## src/hw/rtl/catmull_rom_polyline_tessellator_defines.svh

```systemverilog
// ----------------------------------------------------------------------------
// catmull-rom tessellator assertion macros
// shared property forms for the tessellator checks, clocked on clk, off in rst
// ----------------------------------------------------------------------------
`ifndef CATMULL_ROM_POLYLINE_TESSELLATOR_DEFINES_SVH
`define CATMULL_ROM_POLYLINE_TESSELLATOR_DEFINES_SVH

// same-cycle implication
`define CRT_ASSERT_IMP(label, cond, prop) \
  label: assert property (@(posedge clk) disable iff (rst) (cond) |-> (prop)) \
    else $error("tessellator check failed");

// next-cycle implication
`define CRT_ASSERT_NXT(label, cond, prop) \
  label: assert property (@(posedge clk) disable iff (rst) (cond) |=> (prop)) \
    else $error("tessellator check failed");

`endif

```

## src/hw/rtl/crt_pkg.sv

```systemverilog
// ----------------------------------------------------------------------------
// crt_pkg
// shared constants, job codes and controller/datapath interface types
// ----------------------------------------------------------------------------
package crt_pkg;

  localparam int MAX_STEPS_DEF = 31;
  localparam int CW  = 16;
  localparam int VW  = 9;
  localparam int SPW = 12;
  localparam int AW  = 3;

  localparam logic [AW-1:0]  ADDR_SPACING  = 3'd0;
  localparam logic [SPW-1:0] SPACING_RESET = 12'd64;
  localparam logic [SPW-1:0] MIN_SPACING   = 12'd32;

  localparam int JW = 3;
  localparam logic [JW-1:0] JOB_X1 = 3'd0;
  localparam logic [JW-1:0] JOB_X2 = 3'd1;
  localparam logic [JW-1:0] JOB_X3 = 3'd2;
  localparam logic [JW-1:0] JOB_Y1 = 3'd3;
  localparam logic [JW-1:0] JOB_Y2 = 3'd4;
  localparam logic [JW-1:0] JOB_Y3 = 3'd5;
  localparam logic [JW-1:0] JOB_V  = 3'd6;

  localparam logic SEG_MAIN = 1'b0;
  localparam logic SEG_TAIL = 1'b1;

  typedef struct packed {
    logic          latch;
    logic          load;
    logic          sq_dx;
    logic          sq_dy;
    logic          step;
    logic          n2;
    logic          n3;
    logic          prep1;
    logic          prep2;
    logic          div_start;
    logic          div_store;
    logic          run_init;
    logic          emit_sample;
    logic          emit_last;
    logic          finish;
    logic          seg;
    logic [JW-1:0] job;
  } crt_cmd_t;

  typedef struct packed {
    logic [1:0] points_seen;
    logic       series_end;
    logic       step_go;
    logic       div_done;
    logic       out_free;
    logic       k_last;
  } crt_stat_t;

endpackage

```

## src/hw/rtl/crt_ctrl.sv

```systemverilog
// ----------------------------------------------------------------------------
// crt_ctrl
// tessellator sequencer: per point it runs up to two segments (setup, step
// search, seven divisions, sampling) and the closing sample of a series
// ----------------------------------------------------------------------------
module crt_ctrl (
  input  logic                clk,
  input  logic                rst,
  input  logic                in_valid,
  output logic                in_ready,
  output crt_pkg::crt_cmd_t   cmd,
  input  crt_pkg::crt_stat_t  stat
);

  import crt_pkg::*;

  localparam logic [3:0] ST_IDLE   = 4'd0;
  localparam logic [3:0] ST_DECIDE = 4'd1;
  localparam logic [3:0] ST_LOAD   = 4'd2;
  localparam logic [3:0] ST_DX     = 4'd3;
  localparam logic [3:0] ST_DY     = 4'd4;
  localparam logic [3:0] ST_STEP   = 4'd5;
  localparam logic [3:0] ST_N2     = 4'd6;
  localparam logic [3:0] ST_N3     = 4'd7;
  localparam logic [3:0] ST_PREP1  = 4'd8;
  localparam logic [3:0] ST_PREP2  = 4'd9;
  localparam logic [3:0] ST_DIVGO  = 4'd10;
  localparam logic [3:0] ST_DIVW   = 4'd11;
  localparam logic [3:0] ST_RUNI   = 4'd12;
  localparam logic [3:0] ST_RUN    = 4'd13;
  localparam logic [3:0] ST_LAST   = 4'd14;
  localparam logic [3:0] ST_FINISH = 4'd15;

  logic [3:0]    state, state_next;
  logic          seg, seg_next;
  logic [JW-1:0] job, job_next;

  always_ff @(posedge clk) begin
    if (rst) begin
      state <= ST_IDLE;
      seg   <= SEG_MAIN;
      job   <= JOB_X1;
    end else begin
      state <= state_next;
      seg   <= seg_next;
      job   <= job_next;
    end
  end

  always_comb begin
    cmd        = '0;
    cmd.seg    = seg;
    cmd.job    = job;
    in_ready   = 1'b0;
    state_next = state;
    seg_next   = seg;
    job_next   = job;
    unique case (state)
      ST_IDLE: begin
        in_ready = 1'b1;
        if (in_valid) begin
          cmd.latch  = 1'b1;
          state_next = ST_DECIDE;
        end
      end
      ST_DECIDE: begin
        if (stat.points_seen >= 2'd2) begin
          seg_next   = SEG_MAIN;
          state_next = ST_LOAD;
        end else if (stat.series_end && stat.points_seen != 2'd0) begin
          seg_next   = SEG_TAIL;
          state_next = ST_LOAD;
        end else begin
          state_next = ST_FINISH;
        end
      end
      ST_LOAD: begin
        cmd.load   = 1'b1;
        state_next = ST_DX;
      end
      ST_DX: begin
        cmd.sq_dx  = 1'b1;
        state_next = ST_DY;
      end
      ST_DY: begin
        cmd.sq_dy  = 1'b1;
        state_next = ST_STEP;
      end
      ST_STEP: begin
        cmd.step = 1'b1;
        if (!stat.step_go) begin
          state_next = ST_N2;
        end
      end
      ST_N2: begin
        cmd.n2     = 1'b1;
        job_next   = JOB_X1;
        state_next = ST_N3;
      end
      ST_N3: begin
        cmd.n3     = 1'b1;
        state_next = ST_PREP1;
      end
      ST_PREP1: begin
        cmd.prep1  = 1'b1;
        state_next = ST_PREP2;
      end
      ST_PREP2: begin
        cmd.prep2  = 1'b1;
        state_next = ST_DIVGO;
      end
      ST_DIVGO: begin
        cmd.div_start = 1'b1;
        state_next    = ST_DIVW;
      end
      ST_DIVW: begin
        if (stat.div_done) begin
          cmd.div_store = 1'b1;
          if (job == JOB_V) begin
            state_next = ST_RUNI;
          end else begin
            job_next   = job + 1'b1;
            state_next = ST_PREP1;
          end
        end
      end
      ST_RUNI: begin
        cmd.run_init = 1'b1;
        state_next   = ST_RUN;
      end
      ST_RUN: begin
        if (stat.out_free) begin
          cmd.emit_sample = 1'b1;
          if (stat.k_last) begin
            if (seg == SEG_MAIN && stat.series_end) begin
              seg_next   = SEG_TAIL;
              state_next = ST_LOAD;
            end else if (seg == SEG_TAIL) begin
              state_next = ST_LAST;
            end else begin
              state_next = ST_FINISH;
            end
          end
        end
      end
      ST_LAST: begin
        if (stat.out_free) begin
          cmd.emit_last = 1'b1;
          state_next    = ST_FINISH;
        end
      end
      ST_FINISH: begin
        cmd.finish = 1'b1;
        state_next = ST_IDLE;
      end
      default: state_next = ST_IDLE;
    endcase
  end

endmodule

```

## config.mk

```make
export PLATFORM = sky130hd
export DESIGN_NAME = crt_ctrl
export DESIGN_NICKNAME = d
export VERILOG_FILES = /design/src/hw/rtl/catmull_rom_polyline_tessellator_defines.svh /design/src/hw/rtl/crt_pkg.sv /design/src/hw/rtl/crt_ctrl.sv
export SDC_FILE = /design/constraint.sdc
export NUM_CORES = 1
export LEC_CHECK = 0
export BUFFER_PORTS_ARGS = -buffer_cell sky130_fd_sc_hd__clkbuf_2
export CORE_ASPECT_RATIO = 0.75
export CORE_MARGIN = 2
export CORE_UTILIZATION = 30
export DETAILED_ROUTE_END_ITERATION = 8
export GPL_ROUTABILITY_DRIVEN = 0
export HOLD_SLACK_MARGIN = 0.05
export PLACE_DENSITY = 0.52
export SLEW_MARGIN = 20
export SYNTH_ARGS = -nofsm -noshare
export SYNTH_HDL_FRONTEND = slang
export SYNTH_SLANG_ARGS = --single-unit
```

## constraint.sdc

```tcl
create_clock -name clk -period 2.5 [get_ports clk]
set_clock_uncertainty 0.2 [all_clocks]
set_input_delay 0.125 -clock clk [delete_from_list [all_inputs] [get_ports clk]]
set_output_delay 0.125 -clock clk [all_outputs]
set_load 0.03 [all_outputs]
```

==> results.sh <==
export IMPL_status="finished clean"
export IMPL_synthCells=100
export IMPL_drt_first_pass_iters=4
export IMPL_finalSetupTns_ps=0
export IMPL_diodes=0
export IMPL_cp_max_fo=18
export IMPL_power_total_uw=956.5
export IMPL_regArea_sq_um=161.4
export IMPL_setup_ws_ps=224.3
export IMPL_insertion_delay_ps=250
export IMPL_start_util=0.3113
export IMPL_stdcell_count=163
export IMPL_fmax_mhz=439.4
export IMPL_die_area_sq_mm=0.002765
export IMPL_drc=0
export IMPL_clock_sinks=8
export IMPL_arrival_ps=2270
export IMPL_grt_pass1_vias=677
export IMPL_track_usage=0.1597
export IMPL_cp_end_kind="register"
export IMPL_placedCellCount=157
export IMPL_ys_warn_count=0
export IMPL_routed_wl_um=1996
export IMPL_period_minus_slack_ps=2276
export IMPL_final_common_cell="clkbuf_2"
export IMPL_core_rowCount=15
export IMPL_overflow=0
export IMPL_fp_dieH_um=46.04
export IMPL_dp_slack_ps=460.5
export IMPL_drive_above_1_share=0.3333
export IMPL_io_buffers=29
export IMPL_period_share=0.9103
export IMPL_final_cell_mix="clkbuf_2 (29), nor2_1 (13), a21oi_1 (8), nor3_1 (7), dfxtp_1 (7)"
export IMPL_die_x_um=60.05
export IMPL_path_cells="and2_1 > and3_1 > nand3_1 > a221oi_1 > dlygate4sd3_1"
export IMPL_power_leakage_uw=0.0004021
export IMPL_hpwl_um=1537
export IMPL_areaGrowthSynthToFinish_pct=30.27
export IMPL_setup_viol=0
export IMPL_grt_pass1_wl_um=3236
export IMPL_cap_violations=0
export IMPL_ir_drop_uv=349.4
export IMPL_core_sq_mm=0.002271
export IMPL_synth_nets=112
export IMPL_syn_avg_cell_area_sq_um=7.069
export IMPL_grt_max_degree=19
export IMPL_vias=811
export IMPL_worstMarginPinSlew_ps=571.7
export IMPL_clk_pin_slew_ps=50
export IMPL_crit_path_start_kind="register"
export IMPL_yosysSeqAreaShare=0.2265
export IMPL_critPathSlowestCell="dfxtp_1"
export IMPL_via_per_inst=4.975
export IMPL_ys_seq_elements=8
export IMPL_htreeDepth=1
export IMPL_cpPeakStageDelay_ps=680
export IMPL_rsz0062_at_grt="no"
export IMPL_antenna_found_initial=0
export IMPL_ant_nets=0
export IMPL_power_density_mw_per_mm2=1039
export IMPL_wire_per_inst_um=12.25
export IMPL_clock_path_buffers=2
export IMPL_syn_area_sq_um=706.9
export IMPL_numCtsBuffers=3
export IMPL_cts_root_buffer="clkbuf_4"
export IMPL_synth_distinct_cells=38
export IMPL_hp_class="in2reg"
export IMPL_fill_cells=256
export IMPL_required_ps=2490
export IMPL_crit_type="reg2reg"
export IMPL_slew_viol_final=0
export IMPL_final_nets=143
export IMPL_multi_input_area_sq_um=489.2
export IMPL_post_cts_setup_buffer_count=0
export IMPL_ios=30
export IMPL_drt_first_iter_violations=29
export IMPL_cts_tree="yes"
export IMPL_hold_viol=0
export IMPL_max_slew_margin=0.6184
==> cells by family (layout without fill, tap and decap cells) <==
kind of cell,Yosys count,after routing,share of synthesized area
XOR/XNOR,1,1,0.01239
AND/OR/NAND/NOR,52,52,0.3930
flip-flops,8,8,0.2265
adder cells (fa/ha/maj),2,2,0.03539
AO/OA/AOI/OAI,24,24,0.2442
buffers and inverters,13,42,0.08850
==> worst max-delay path, delay by kind of cell, from the launching register on <==
family | cells | cell delay (ps)
AOI/OAI and AO/OA | 1 | 240
buffers and inverters | 1 | 580
DFF | 1 | 680
and+or+nand+nor | 3 | 530
==> synthesized netlist by cell type <==
cell,instances,share of area
inv_1,6,0.032
a221oi_1,1,0.012
buf_6,1,0.016
buf_2,2,0.014
nand2b_2,1,0.012
o31ai_1,1,0.011
a211o_1,1,0.012
and2_1,2,0.018
a211oi_2,2,0.035
a21oi_1,8,0.057
nand4_1,1,0.0089
or4_1,1,0.011
clkbuf_1,2,0.011
o21ai_0,3,0.021
buf_1,1,0.0053
nand3_1,6,0.042
nand2_1,4,0.021
nor3b_1,1,0.011
nand4b_1,1,0.012
o211ai_1,2,0.021
a31oi_1,1,0.0089
nor2_1,13,0.069
xnor2_1,1,0.012
nor4_1,1,0.0089
o21a_1,1,0.011
and3_1,3,0.027
or2_2,2,0.018
a21oi_2,1,0.012
a211oi_1,2,0.021
a311oi_2,1,0.021
buf_4,1,0.011
nor3_1,8,0.057
dfxtp_1,8,0.23
or3_1,1,0.0089
nor2b_1,1,0.0089
ha_1,2,0.035
nand2b_1,5,0.044
or4_4,1,0.016
==> routing by layer <==
layer,track usage,wire [um]
met1,0.2280,1053
met2,0.2348,853
met3,0.06250,90
met4,0.01333,0
met5,0,0
==> where the power goes <==
| group | switching, uW | internal, uW |
|---|---|---|
| logic | 364 | 220 |
| registers | 114 | 165 |
| clock network | 39.4 | 54.6 |
==> per-stage QoR <==
stage | hold WS, ps | utilization | instance area [sq um]
6_report | 84.88 | 0.4055 | 920.9
5_1_grt | 104.4 | 0.4055 | 920.9
4_1_cts | 78.66 | 0.4028 | 914.6
3_5_place_dp | 149.4 | 0.3796 | 862.1
3_3_place_gp | 147.1 | 0.3796 | 862.1
2_1_floorplan | 36.23 | - | 706.9
==> worst paths after layout <==
path	from	endpoint	slack, ps	depth (start not counted)
max	state[3]	seg	220	5
min	stat[4]	state[0]	80	4
max reg2reg	state[3]	seg	220	5
min reg2reg	job[0]	job[0]	300	2
==> repair_timing <==
item,CTS,global route
gates resized for setup,0,2
hold buffers,3,0
setup endpoints to repair,0,1
endpoints found under the hold margin,8,0
==> layout make-up <==
| class | instances | share of cell area |
|---|---|---|
| timing repair buffer | 33 | 0.1984 |
| inverter | 6 | 0.02446 |
| clock buffer | 3 | 0.02446 |
| sequential | 8 | 0.1753 |
| tap | 34 | 0.04620 |
| multi-input combinational | 79 | 0.5312 |
==> flip-flops by register name (all words and copies together) (netlist names) <==
register	cells
state	4
seg	1
job	3
(Power assumes the default switching activity.)
